`config.mk`:
```
export PLATFORM = sky130hd
export DESIGN_NAME = ordered_unique_key_list_flat
export DESIGN_NICKNAME = d
export VERILOG_FILES = /design/src/design/oukl_pkg.sv /design/src/design/oukl_in_if.sv /design/src/design/oukl_out_if.sv /design/src/design/ordered_unique_key_list.sv /design/src/flat_wrapper.sv
export SDC_FILE = /design/constraint.sdc
export NUM_CORES = 2
export LEC_CHECK = 0
export BUFFER_PORTS_ARGS = -buffer_cell sky130_fd_sc_hd__buf_2
export CAP_MARGIN = 20
export CORE_ASPECT_RATIO = 0.6
export CORE_MARGIN = 5
export CORE_UTILIZATION = 45
export DETAILED_ROUTE_END_ITERATION = 10
export SLEW_MARGIN = 5
export SYNTH_ARGS = -nofsm -noshare
export SYNTH_HDL_FRONTEND = slang
export SYNTH_SLANG_ARGS = --single-unit
```
`constraint.sdc`:
```
create_clock -name i_clk -period 10.65 [get_ports i_clk]
set_clock_uncertainty 0.15 [all_clocks]
set_input_delay 2.6625 -clock i_clk [delete_from_list [all_inputs] [get_ports i_clk]]
set_output_delay 2.6625 -clock i_clk [all_outputs]
set_load 0.02 [all_outputs]
```
`src/design/oukl_pkg.sv`:
```
// ----------------------------------------------------------------------------
// oukl_pkg
// Shared types, sizes and codes for the ordered unique key list.
// ----------------------------------------------------------------------------
package oukl_pkg;

    localparam int CAPACITY = 64;
    localparam int SLOT_W   = $clog2(CAPACITY);
    localparam int COUNT_W  = 7;
    localparam int KEY_W    = 32;
    localparam int OP_W     = 3;
    localparam int STATUS_W = 3;

    typedef logic [SLOT_W-1:0]       t_slot;
    typedef logic [COUNT_W-1:0]      t_count;
    typedef logic signed [KEY_W-1:0] t_key;
    typedef logic [OP_W-1:0]         t_opcode;
    typedef logic [STATUS_W-1:0]     t_status;

    // opcodes
    localparam t_opcode OP_APPEND    = 3'd0;
    localparam t_opcode OP_REM_FIRST = 3'd1;
    localparam t_opcode OP_REM_MID   = 3'd2;
    localparam t_opcode OP_REM_LAST  = 3'd3;
    localparam t_opcode OP_DUMP      = 3'd4;

    // status codes
    localparam t_status ST_OK       = 3'd0;
    localparam t_status ST_EMPTY    = 3'd1;
    localparam t_status ST_DUP      = 3'd2;
    localparam t_status ST_FULL     = 3'd3;
    localparam t_status ST_FEW      = 3'd4;
    localparam t_status ST_NOTFOUND = 3'd5;
    localparam t_status ST_ISLAST   = 3'd6;

endpackage

```
`src/design/oukl_in_if.sv`:
```
// ----------------------------------------------------------------------------
// oukl_in_if
// Command channel: opcode and key, valid/ready handshake.
// ----------------------------------------------------------------------------
interface oukl_in_if;

    logic              valid;
    logic              ready;
    oukl_pkg::t_opcode opcode;
    oukl_pkg::t_key    key;

    modport source (output valid, output opcode, output key, input ready);
    modport sink   (input valid, input opcode, input key, output ready);

endinterface

```
`src/design/oukl_out_if.sv`:
```
// ----------------------------------------------------------------------------
// oukl_out_if
// Result channel: status, key, entry count and last flag, valid/ready.
// ----------------------------------------------------------------------------
interface oukl_out_if;

    logic              valid;
    logic              ready;
    oukl_pkg::t_status status;
    oukl_pkg::t_key    out_key;
    oukl_pkg::t_count  entry_count;
    logic              last;

    modport source (output valid, output status, output out_key, output entry_count,
                    output last, input ready);
    modport sink   (input valid, input status, input out_key, input entry_count,
                    input last, output ready);

endinterface

```
`src/design/ordered_unique_key_list.sv`:
```
// ----------------------------------------------------------------------------
// ordered_unique_key_list
// Ordered list of unique signed keys kept as a ring of linked slots in two
// synchronous memories (keys, links) with a free map of slots.
// ----------------------------------------------------------------------------
//
//   channel   dir  handshake      payload
//   i_item    in   valid/ready    opcode, key
//   o_res     out  valid/ready    status, out_key, entry_count, last
//
// One command at a time. A walking command holds the block until its result
// is loaded into the result register. The walk reads one linked slot per cycle
// through the single read port of the key and link memories, while the result
// channel does not stall. Empty, too-few and unknown commands finish in the
// start state; an unknown command gives no result.
// Reset is synchronous and active low; the memories need no clearing pass,
// the free map and list pointers come out of reset at once.
// A stalled result holds the walk: the current slot is simply re-read.
// ----------------------------------------------------------------------------
module ordered_unique_key_list (
    input  logic        i_clk,
    input  logic        i_rst_n,
    oukl_in_if.sink     i_item,
    oukl_out_if.source  o_res
);

    localparam logic [2:0] S_IDLE  = 3'd0;
    localparam logic [2:0] S_START = 3'd1;
    localparam logic [2:0] S_WALK  = 3'd2;
    localparam logic [2:0] S_ALLOC = 3'd3;
    localparam logic [2:0] S_LINK  = 3'd4;

    localparam oukl_pkg::t_count CAP_COUNT = oukl_pkg::COUNT_W'(oukl_pkg::CAPACITY);

    // Slot memories
    oukl_pkg::t_key  key_mem  [oukl_pkg::CAPACITY];
    oukl_pkg::t_slot link_mem [oukl_pkg::CAPACITY];

    // Control state
    logic [2:0]                    r_state, n_state;
    oukl_pkg::t_slot               r_first, n_first;
    oukl_pkg::t_slot               r_last,  n_last;
    oukl_pkg::t_count              r_count, n_count;
    logic [oukl_pkg::CAPACITY-1:0] r_free,  n_free;
    logic                          r_out_valid;

    // Command and walk registers
    oukl_pkg::t_opcode r_op,   n_op;
    oukl_pkg::t_key    r_key,  n_key;
    oukl_pkg::t_slot   r_cur,  n_cur;
    oukl_pkg::t_slot   r_prev, n_prev;
    oukl_pkg::t_slot   r_pos,  n_pos;
    oukl_pkg::t_slot   r_slot;
    oukl_pkg::t_key    r_key_rd;
    oukl_pkg::t_slot   r_link_rd;

    // Result register
    oukl_pkg::t_status r_out_status;
    oukl_pkg::t_key    r_out_key;
    oukl_pkg::t_count  r_out_count;
    logic              r_out_last;

    // Combinational control
    logic              w_out_free;
    logic              w_load;
    oukl_pkg::t_status w_status;
    oukl_pkg::t_key    w_okey;
    logic              w_olast;
    logic              w_is_end;
    logic              w_match;
    oukl_pkg::t_slot   w_rd_addr;
    logic              w_key_we;
    logic              w_link_we;
    oukl_pkg::t_slot   w_link_addr;
    oukl_pkg::t_slot   w_link_data;
    oukl_pkg::t_slot   w_low_free;

    assign i_item.ready      = (r_state == S_IDLE);
    assign o_res.valid       = r_out_valid;
    assign o_res.status      = r_out_status;
    assign o_res.out_key     = r_out_key;
    assign o_res.entry_count = r_out_count;
    assign o_res.last        = r_out_last;

    assign w_out_free = !r_out_valid || o_res.ready;
    assign w_is_end   = (oukl_pkg::COUNT_W'(r_pos) == r_count - oukl_pkg::COUNT_W'(1));
    assign w_match    = (r_key_rd == r_key);

    // Lowest free slot, registered; the map does not change while a command is
    // in flight, so the slot is settled before any allocation uses it.
    always_comb begin
        w_low_free = '0;
        for (int i = oukl_pkg::CAPACITY - 1; i >= 0; i--) begin
            if (r_free[i]) begin
                w_low_free = oukl_pkg::SLOT_W'(i);
            end
        end
    end

    always_comb begin
        n_state     = r_state;
        n_first     = r_first;
        n_last      = r_last;
        n_count     = r_count;
        n_free      = r_free;
        n_op        = r_op;
        n_key       = r_key;
        n_cur       = r_cur;
        n_prev      = r_prev;
        n_pos       = r_pos;
        w_load      = 1'b0;
        w_status    = oukl_pkg::ST_OK;
        w_okey      = '0;
        w_olast     = 1'b1;
        w_rd_addr   = r_cur;
        w_key_we    = 1'b0;
        w_link_we   = 1'b0;
        w_link_addr = r_slot;
        w_link_data = r_slot;

        case (r_state)
            S_IDLE: begin
                if (i_item.valid) begin
                    n_op    = i_item.opcode;
                    n_key   = i_item.key;
                    n_state = S_START;
                end
            end

            S_START: begin
                // launch the read of the head slot
                n_cur     = r_first;
                n_prev    = r_first;
                n_pos     = '0;
                w_rd_addr = r_first;
                case (r_op)
                    oukl_pkg::OP_APPEND: begin
                        n_state = (r_count == '0) ? S_ALLOC : S_WALK;
                    end
                    oukl_pkg::OP_REM_FIRST, oukl_pkg::OP_REM_LAST, oukl_pkg::OP_DUMP: begin
                        if (r_count == '0) begin
                            w_status = oukl_pkg::ST_EMPTY;
                            if (w_out_free) begin
                                w_load  = 1'b1;
                                n_state = S_IDLE;
                            end
                        end else begin
                            n_state = S_WALK;
                        end
                    end
                    oukl_pkg::OP_REM_MID: begin
                        if (r_count == '0) begin
                            w_status = oukl_pkg::ST_EMPTY;
                            if (w_out_free) begin
                                w_load  = 1'b1;
                                n_state = S_IDLE;
                            end
                        end else if (r_count < oukl_pkg::COUNT_W'(3)) begin
                            w_status = oukl_pkg::ST_FEW;
                            if (w_out_free) begin
                                w_load  = 1'b1;
                                n_state = S_IDLE;
                            end
                        end else begin
                            n_state = S_WALK;
                        end
                    end
                    default: begin
                        // unknown opcode: no result
                        n_state = S_IDLE;
                    end
                endcase
            end

            S_WALK: begin
                // r_key_rd / r_link_rd hold the slot r_cur at position r_pos
                case (r_op)
                    oukl_pkg::OP_APPEND: begin
                        if (w_match) begin
                            w_status = oukl_pkg::ST_DUP;
                            if (w_out_free) begin
                                w_load  = 1'b1;
                                n_state = S_IDLE;
                            end
                        end else if (w_is_end) begin
                            if (r_count >= CAP_COUNT) begin
                                w_status = oukl_pkg::ST_FULL;
                                if (w_out_free) begin
                                    w_load  = 1'b1;
                                    n_state = S_IDLE;
                                end
                            end else begin
                                n_state = S_ALLOC;
                            end
                        end else begin
                            n_cur     = r_link_rd;
                            n_prev    = r_cur;
                            n_pos     = r_pos + oukl_pkg::SLOT_W'(1);
                            w_rd_addr = r_link_rd;
                        end
                    end

                    oukl_pkg::OP_REM_FIRST: begin
                        w_okey = r_key_rd;
                        if (w_out_free) begin
                            w_load        = 1'b1;
                            n_state       = S_IDLE;
                            n_free[r_cur] = 1'b1;
                            if (r_count == oukl_pkg::COUNT_W'(1)) begin
                                n_first = '0;
                                n_last  = '0;
                                n_count = '0;
                            end else begin
                                n_first     = r_link_rd;
                                n_count     = r_count - oukl_pkg::COUNT_W'(1);
                                w_link_we   = 1'b1;
                                w_link_addr = r_last;
                                w_link_data = r_link_rd;
                            end
                        end
                    end

                    oukl_pkg::OP_REM_LAST: begin
                        if (w_is_end) begin
                            w_okey = r_key_rd;
                            if (w_out_free) begin
                                w_load        = 1'b1;
                                n_state       = S_IDLE;
                                n_free[r_cur] = 1'b1;
                                if (r_count == oukl_pkg::COUNT_W'(1)) begin
                                    n_first = '0;
                                    n_last  = '0;
                                    n_count = '0;
                                end else begin
                                    n_last      = r_prev;
                                    n_count     = r_count - oukl_pkg::COUNT_W'(1);
                                    w_link_we   = 1'b1;
                                    w_link_addr = r_prev;
                                    w_link_data = r_first;
                                end
                            end
                        end else begin
                            n_cur     = r_link_rd;
                            n_prev    = r_cur;
                            n_pos     = r_pos + oukl_pkg::SLOT_W'(1);
                            w_rd_addr = r_link_rd;
                        end
                    end

                    oukl_pkg::OP_REM_MID: begin
                        if (r_pos != '0 && w_match) begin
                            if (w_is_end) begin
                                w_status = oukl_pkg::ST_ISLAST;
                                if (w_out_free) begin
                                    w_load  = 1'b1;
                                    n_state = S_IDLE;
                                end
                            end else begin
                                w_okey = r_key;
                                if (w_out_free) begin
                                    w_load        = 1'b1;
                                    n_state       = S_IDLE;
                                    n_free[r_cur] = 1'b1;
                                    n_count       = r_count - oukl_pkg::COUNT_W'(1);
                                    w_link_we     = 1'b1;
                                    w_link_addr   = r_prev;
                                    w_link_data   = r_link_rd;
                                end
                            end
                        end else if (w_is_end) begin
                            w_status = oukl_pkg::ST_NOTFOUND;
                            if (w_out_free) begin
                                w_load  = 1'b1;
                                n_state = S_IDLE;
                            end
                        end else begin
                            n_cur     = r_link_rd;
                            n_prev    = r_cur;
                            n_pos     = r_pos + oukl_pkg::SLOT_W'(1);
                            w_rd_addr = r_link_rd;
                        end
                    end

                    oukl_pkg::OP_DUMP: begin
                        w_okey  = r_key_rd;
                        w_olast = w_is_end;
                        if (w_out_free) begin
                            w_load = 1'b1;
                            if (w_is_end) begin
                                n_state = S_IDLE;
                            end else begin
                                n_cur     = r_link_rd;
                                n_prev    = r_cur;
                                n_pos     = r_pos + oukl_pkg::SLOT_W'(1);
                                w_rd_addr = r_link_rd;
                            end
                        end
                    end

                    default: begin
                        n_state = S_IDLE;
                    end
                endcase
            end

            S_ALLOC: begin
                // new slot: store key, close the ring back to the head
                w_key_we    = 1'b1;
                w_link_we   = 1'b1;
                w_link_addr = r_slot;
                w_link_data = (r_count == '0) ? r_slot : r_first;
                if (r_count == '0) begin
                    if (w_out_free) begin
                        w_load         = 1'b1;
                        n_state        = S_IDLE;
                        n_first        = r_slot;
                        n_last         = r_slot;
                        n_count        = oukl_pkg::COUNT_W'(1);
                        n_free[r_slot] = 1'b0;
                    end
                end else begin
                    n_state = S_LINK;
                end
            end

            S_LINK: begin
                // old tail now points at the new slot
                w_link_we   = 1'b1;
                w_link_addr = r_last;
                w_link_data = r_slot;
                if (w_out_free) begin
                    w_load         = 1'b1;
                    n_state        = S_IDLE;
                    n_last         = r_slot;
                    n_count        = r_count + oukl_pkg::COUNT_W'(1);
                    n_free[r_slot] = 1'b0;
                end
            end

            default: begin
                n_state = S_IDLE;
            end
        endcase
    end

    // Control registers
    always_ff @(posedge i_clk) begin
        if (!i_rst_n) begin
            r_state     <= S_IDLE;
            r_first     <= '0;
            r_last      <= '0;
            r_count     <= '0;
            r_free      <= '1;
            r_out_valid <= 1'b0;
        end else begin
            r_state <= n_state;
            r_first <= n_first;
            r_last  <= n_last;
            r_count <= n_count;
            r_free  <= n_free;
            if (w_load) begin
                r_out_valid <= 1'b1;
            end else if (o_res.ready) begin
                r_out_valid <= 1'b0;
            end
        end
    end

    // Payload registers
    always_ff @(posedge i_clk) begin
        r_op   <= n_op;
        r_key  <= n_key;
        r_cur  <= n_cur;
        r_prev <= n_prev;
        r_pos  <= n_pos;
        r_slot <= w_low_free;
        if (w_load) begin
            r_out_status <= w_status;
            r_out_key    <= w_okey;
            r_out_count  <= n_count;
            r_out_last   <= w_olast;
        end
    end

    // Key and link memories, one write and one registered read each
    always_ff @(posedge i_clk) begin
        if (w_key_we) begin
            key_mem[r_slot] <= r_key;
        end
        if (w_link_we) begin
            link_mem[w_link_addr] <= w_link_data;
        end
        r_key_rd  <= key_mem[w_rd_addr];
        r_link_rd <= link_mem[w_rd_addr];
    end

`ifndef SYNTH
    // every slot is either free or holds an entry
    a_slot_balance: assert property (@(posedge i_clk) disable iff (!i_rst_n)
        ($countones(r_free) + int'(r_count)) == oukl_pkg::CAPACITY)
        else $error("free map and entry count disagree");

    // the list only changes together with a result being issued
    a_count_on_result: assert property (@(posedge i_clk) disable iff (!i_rst_n)
        !w_load |=> $stable(r_count))
        else $error("entry count changed without a result");

    // commands are taken only when no walk is in flight
    a_accept_idle: assert property (@(posedge i_clk) disable iff (!i_rst_n)
        (i_item.valid && i_item.ready) |=> (r_state == S_START))
        else $error("accepted command did not start");
`endif

endmodule
```
`src/flat_wrapper.sv`:
```
// flat-port wrapper written by rule: the top's interface ports become plain ports
module ordered_unique_key_list_flat 
  (i_clk, i_rst_n, i_item_valid, i_item_opcode, i_item_key, i_item_ready, o_res_valid, o_res_status, o_res_out_key, o_res_entry_count, o_res_last, o_res_ready);
  oukl_in_if i_item_i ();
  oukl_out_if o_res_i ();
  input  logic i_clk;
  input  logic i_rst_n;
  input wire logic [$bits(i_item_i.valid)-1:0] i_item_valid;
  input wire logic [$bits(i_item_i.opcode)-1:0] i_item_opcode;
  input wire logic [$bits(i_item_i.key)-1:0] i_item_key;
  output wire logic [$bits(i_item_i.ready)-1:0] i_item_ready;
  output wire logic [$bits(o_res_i.valid)-1:0] o_res_valid;
  output wire logic [$bits(o_res_i.status)-1:0] o_res_status;
  output wire logic [$bits(o_res_i.out_key)-1:0] o_res_out_key;
  output wire logic [$bits(o_res_i.entry_count)-1:0] o_res_entry_count;
  output wire logic [$bits(o_res_i.last)-1:0] o_res_last;
  input wire logic [$bits(o_res_i.ready)-1:0] o_res_ready;
  assign i_item_i.valid = i_item_valid;
  assign i_item_i.opcode = i_item_opcode;
  assign i_item_i.key = i_item_key;
  assign i_item_ready = i_item_i.ready;
  assign o_res_valid = o_res_i.valid;
  assign o_res_status = o_res_i.status;
  assign o_res_out_key = o_res_i.out_key;
  assign o_res_entry_count = o_res_i.entry_count;
  assign o_res_last = o_res_i.last;
  assign o_res_i.ready = o_res_ready;
  ordered_unique_key_list u_core (.i_clk(i_clk), .i_rst_n(i_rst_n), .i_item(i_item_i), .o_res(o_res_i));
endmodule
```
* Word-level counts from Yosys, hierarchy flattened
Memories as Yosys holds them, arrays and structs flattened. A register that Yosys moved wholly into a read port is not among the register bits. Index checks and enable logic that the tools add are counted.
Word-level totals: memory bits (writable) 2432, logic and storage cells 292, memories kept 2, register bits after elaboration 189, output and inout bits 45
Memory list:
- u_core.key_mem | depth 64, width 32, read ports 1, clocked after memory_dff 1, wr ports 1, RTL line ordered_unique_key_list.sv:36 | oukl_pkg::t_key key_mem [oukl_pkg::CAPACITY];
- u_core.link_mem | depth 64, width 6, read ports 1, clocked after memory_dff 1, wr ports 1, RTL line ordered_unique_key_list.sv:37 | oukl_pkg::t_slot link_mem [oukl_pkg::CAPACITY];
Cells by class: order comparisons 6, equality and inequality tests 29, $add $sub $neg 3, reduce and logical (&&, ||, !) cells 28, muxes and demuxes 200, bitwise operators 3
Operators by type and width (number):
- $mux W6 | 73
- $mux W64 | 6
- $pmux W64 S3 | 2
- $mux W32 | 3
- $pmux W32 S3 | 1
- $pmux W6 S2 | 8
- $mux W5 | 16
- $mux W3 | 24
- $pmux W6 S4 | 3
- $and A64 B64 Y64 | 1
- $not A64 Y64 | 1
- $or A64 B64 Y64 | 1
- $mux W7 | 9
- $pmux W6 S3 | 3
- $pmux W7 S3 | 2
- $eq A32 B32 Y1 | 1
- $mux W4 | 8
- $reduce_or A32 Y1 | 1
- $pmux W3 S5 | 2
- $mux W1 | 26
- $ne A3 B2 Y1 const B | 8
- $pmux W3 S2 | 3
- $reduce_or A16 Y1 | 1
- $lt A6 B7 Y1 const B | 2
- other kinds (41) | 64

* Depth between registers and ports, before layout
depth in word-level cells 63, gate-level depth with buffers 20, depth with buffers taken out 15

* Worst setup path after synthesis
OpenSTA, ideal clock, no wires.
kind in2reg, start point input port o_res_ready, end point memory u_core.link_mem[0][3] (netlist bit), data pin, required time 9.759 ns, cell stages on the path 11, arrival time 6.809 ns, path slack 2.950 ns, path buffers 2, cell sequence nand2b_1 -> clkbuf_1 -> o31a_1 -> clkbuf_1 -> nand2_1 -> a31oi_1 -> a31o_2 -> a31oi_1 -> nor2_1 -> o21ai_0 -> a221oi_1
Between the ends: longest elaborated chain between the ends 6, elaborated cells between the ends (all ways) 9, classes of those cells mux (8); reduce/logical (1)
RTL lines:
- from (decl) | RTL line flat_wrapper.sv:17 | input wire logic [$bits(o_res_i.ready)-1:0] o_res_ready;
- $logic_or A1 B1 Y1 * | RTL line ordered_unique_key_list.sv:85 | assign w_out_free = !r_out_valid || o_res.ready;
- $mux W6 | RTL line ordered_unique_key_list.sv:260 | if (w_out_free) begin
- $mux W6 | RTL line ordered_unique_key_list.sv:252 | if (w_is_end) begin
- $mux W6 | RTL line ordered_unique_key_list.sv:251 | if (r_pos != '0 && w_match) begin
- $pmux W6 S3 * | RTL line ordered_unique_key_list.sv:177 | case (r_op)
- $pmux W6 S2 * | RTL line ordered_unique_key_list.sv:121 | case (r_state)
- net u_core.w_link_data[3] | RTL line ordered_unique_key_list.sv:75 | oukl_pkg::t_slot w_link_data;
- to (decl) | RTL line ordered_unique_key_list.sv:37
The timed path passes the listed nets; every way through them passes the cells marked *.

* Final worst setup path
start point register u_core.r_key[9], end point register u_core.r_key_rd[31] (read register of u_core.key_mem)
Between the ends: longest elaborated chain between the ends 5, elaborated cells between the ends (all ways) 6, classes of those cells eq/ne (1); mux (4); reduce/logical (1)
RTL lines:
- from (decl) | RTL line ordered_unique_key_list.sv:49 | oukl_pkg::t_key r_key, n_key;
- from (signal assigned) | RTL line ordered_unique_key_list.sv:372 | r_key <= n_key;
- $eq A32 B32 Y1 * | RTL line ordered_unique_key_list.sv:87 | assign w_match = (r_key_rd == r_key);
- $logic_and A1 B1 Y1 | RTL line ordered_unique_key_list.sv:251
- $mux W6
- $pmux W6 S4 * | RTL line ordered_unique_key_list.sv:177
- $pmux W6 S2 * | RTL line ordered_unique_key_list.sv:121
- to (decl) | RTL line ordered_unique_key_list.sv:54 | oukl_pkg::t_key r_key_rd;
Every way passes the cells marked *; elsewhere a longest branch is shown, timed or not. A chain may end at the register's enable or synchronous reset.

==> metrics <==
core area=0.2328 mm^2; power density over cell area=187.5 mW/mm^2; largest net degree at the start of global routing=140; global-route wire length before repair=between 400 and 500 mm; Arr. time, crit path=8.24 ns; EDFF count, synth=2522; Setup Viol. Count Final=0; Storage cell area=0.07848 mm^2; H-Tree Level Count=4; HP Class=reg2reg; multi-input gate area in the final layout=0.02563 mm^2; Max-Cap Viols=0; CTS root buf=clkbuf_16; count of state elements after synthesis=about 2700; routed length per placed instance=31.03 um; DRT iter0 DRCs=11130; post-route ant nets=0; vias per cell=6.243; setup_tns=0 ns; die area=0.2444 mm^2; DRC=0; total setup buffers inserted after CTS=0; FP Rows=137; initial core utilization=45.29%; Period minus WS final=7.710 ns; flop2flop setup slack=2.94 ns; final worst path period share=72.40%; insertion delay to the later sink of the worst-skew pair=0.92 ns; DPL Wire Length=about 200 mm; TritonRoute pass-1 iters=6; Final Routed Wirelength=343.5 mm; ys async rst share=0%; Vias=slightly below 70000; Post-layout nets=7789; RSZ-0062 raised after global routing=no; main flop type after synthesis=edfxtp_1; post_cts resized=0; Layout Utilization=50.64%; sequential area share after synthesis=74.44%; crit path max fanout=73; Worst-Margin Slew=1.129 ns; Sink Count=roughly 2700; hold depth=2; post-synthesis cell count=approximately 7700; antenna violations before repair=10; Fillers=19530; syn_nets=between 7000 and 8000; Non-Filler Instances=11070; die height=slightly below 400 um; RePlAce Congestion=about 0.9; pre-CTS setup slack=around 2.3 ns; CTS buffer count=238; VDD IR max=0.1409 mV; clk buf depth=4; area delta synth->final=11.80%; Slew headroom=22.82%; I/O pins=84; worst r2r src=u_core.r_key[9]$_DFFE_PP_; TritonCTS clock tree=yes; average size of a mapped cell=13.68 um^2; Synth cell types=between 70 and 80; Reg2Reg Depth=14; Mapped Area=0.1054 mm^2; run status=finished, final reports clean; DIE WIDTH=around 630 um; fin. max-slew vios=0; Worst-path clk slew=~0.070 ns; Setup CP Type=reg2reg; reg-to-reg critical path endpoint=u_core.r_key_rd[31]$_DFF_P_; min-delay src=u_core.r_last[0]$_SDFFE_PN0P_; placed cells=10630; share of cells above drive strength 1=under 10%; leak pwr=38.31 nW; Fmax=129.7 MHz; Critical Path End Type=flop; total track usage=27.30%; Worst setup SP type=flop; vias in the first global route=62760; IO Port Bufs=a little over 80; post-route setup slack=between 2 and 3 ns; required time of the critical path=11.18 ns; Synthesis Warnings=0; GR Overflow Total=0; hold violation total from the final report=0; hold path endpoint=u_core.r_last[0]$_SDFFE_PN0P_; Post-CTS Hold Fix Bufs=0
worst max path at each step:
| stage | from | to | slack (ns) | cells past startpoint |
|---|---|---|---|---|
| after floorplan | o_res_ready | u_core.link_mem[0][3]$_DFFE_PP_ | 2.95 | 11 |
| after global placement | o_res_ready | u_core.r_key_rd[11]$_DFF_P_ | 2.46 | 15 |
| after detailed placement | o_res_ready | u_core.r_key_rd[17]$_DFF_P_ | 2.32 | 15 |
| after CTS | u_core.r_key[9]$_DFFE_PP_ | u_core.r_key_rd[31]$_DFF_P_ | 3.20 | 14 |
| after global routing | o_res_ready | u_core.r_key_rd[31]$_DFF_P_ | 2.84 | 15 |
| final | u_core.r_key[9]$_DFFE_PP_ | u_core.r_key_rd[31]$_DFF_P_ | 2.94 | 14 |
kinds of logic (layout without fill, tap and decap cells):
logic type               Yosys count  count (layout)  synth area share, %
AO/OA/AOI/OAI                   1187            1187                7.310
XOR/XNOR                          47              47               0.3905
adder cells (fa/ha/maj)            6               6              0.07121
buffers and inverters            517             753                1.949
flip-flops                      2659            2659                74.44
multiplexers                     368             368                3.506
other                              0               2                    0
AND/OR/NAND/NOR                 2920            2920                12.34
area by class of cell:
class	instances	area share, %
repair buffers	284	1.777
diodes	2	0.004246
flip-flops and latches	2659	66.58
multi-input cells	4528	21.75
inverters	33	0.1253
clock buffers	307	5.461
well taps	3127	3.319
clock inverters	129	0.9872
where the power goes:
group	internal [W]	switching (W)	leakage, nW	total, W
sequential	0.0115	0.000168	24.0	0.0117
clock	0.00470	0.00390	3.72	0.00861
combinational	0.000478	0.00131	10.6	0.00178
flip-flops by register name (all words and copies together) (netlist names), 6 cells and up:
signal	count
u_core.key_mem	2048
u_core.r_first	6
u_core.r_key	32
u_core.r_free	64
u_core.o_res.entry_count	7
u_core.r_link_rd	6
u_core.o_res.out_key	32
u_core.r_key_rd	32
u_core.r_pos	6
u_core.r_prev	6
u_core.r_last	6
u_core.r_cur	6
u_core.r_slot	6
u_core.link_mem	384
u_core.r_count	7
critical path, stage by stage, from the launching register on:
cell	delay, ns
edfxtp_1	0.56
xnor2_1	0.87
nand4_1	0.53
nor4_2	0.57
buf_4	0.29
a21boi_0	0.22
o21a_1	0.40
mux2_8	0.67
buf_4	0.45
buf_4	0.76
mux2i_1	0.29
a32oi_1	0.18
and3_1	0.27
a2111oi_0	0.94
nand4_1	0.24
layer usage:
| layer | part of all wire, % | vias up | GRT usage [%] |
|---|---|---|---|
| li1 | - | 29210 | - |
| met1 | 43 | 34910 | 42.95 |
| met2 | 40 | 4477 | 36.51 |
| met3 | 14 | 502 | 7.812 |
| met4 | 2.9 | 6 | 7.529 |
| met5 | 0.0096 | - | 0 |
synth_stat cells, types with 29 or more instances:
master	instances	area, um^2
inv_1	29	108.9
a21o_1	40	300.3
and3_1	82	513.0
o22ai_1	149	932.1
a22oi_1	158	1186
buf_2	48	240.2
o21ai_0	108	540.5
a22o_1	78	683.2
a31oi_1	46	287.8
a21oi_1	380	1902
nor2_1	272	1021
a32oi_1	43	376.6
xnor2_1	42	367.9
edfxtp_1	2522	75730
buf_1	81	304.0
nand4b_1	39	341.6
nand3_1	611	3058
nand4_1	89	556.8
nor3_1	78	390.4
nand2_1	1551	5822
dfxtp_1	137	2743
clkbuf_1	348	1306
mux2i_1	358	3583
nor4_1	93	581.8
o211ai_1	80	600.6
metrics by stage:
stage	area [um^2]	total power, W	hold slack, ns
6_report	117900	0.02210	0.3751
3_3_place_gp	110200	0.01366	0.3599
3_5_place_dp	110200	0.01368	0.3704
2_1_floorplan	105400	0.01289	0.3411
4_1_cts	117800	0.02215	0.3799
5_1_grt	117900	0.02274	0.3942
placed cells by master, fill, tap and decap left out, types with 17 or more instances in the layout:
| master | count |
|---|---|
| nor2_1 | 198 |
| clkinv_2 | 42 |
| o211ai_1 | 80 |
| inv_1 | 28 |
| nand4b_1 | 39 |
| dfxtp_1 | 137 |
| a31oi_1 | 45 |
| nor2_4 | 73 |
| nor2b_1 | 17 |
| a22oi_1 | 158 |
| bufinv_16 | 18 |
| nand2_1 | 1551 |
| buf_4 | 188 |
| o22ai_1 | 149 |
| xnor2_1 | 42 |
| and2_1 | 18 |
| mux2i_1 | 358 |
| clkbuf_1 | 49 |
| nor4_1 | 92 |
| a211oi_1 | 18 |
| a21oi_1 | 380 |
| clkbuf_16 | 240 |
| and3_1 | 81 |
| o21ai_0 | 108 |
| nor3_1 | 73 |
| clkbuf_8 | 18 |
| edfxtp_1 | 2522 |
| nand3_1 | 611 |
| buf_2 | 83 |
| a21o_1 | 39 |
| nand4_1 | 89 |
| a32oi_1 | 43 |
| clkinv_1 | 43 |
| a22o_1 | 78 |
(Power assumes the default switching activity.)
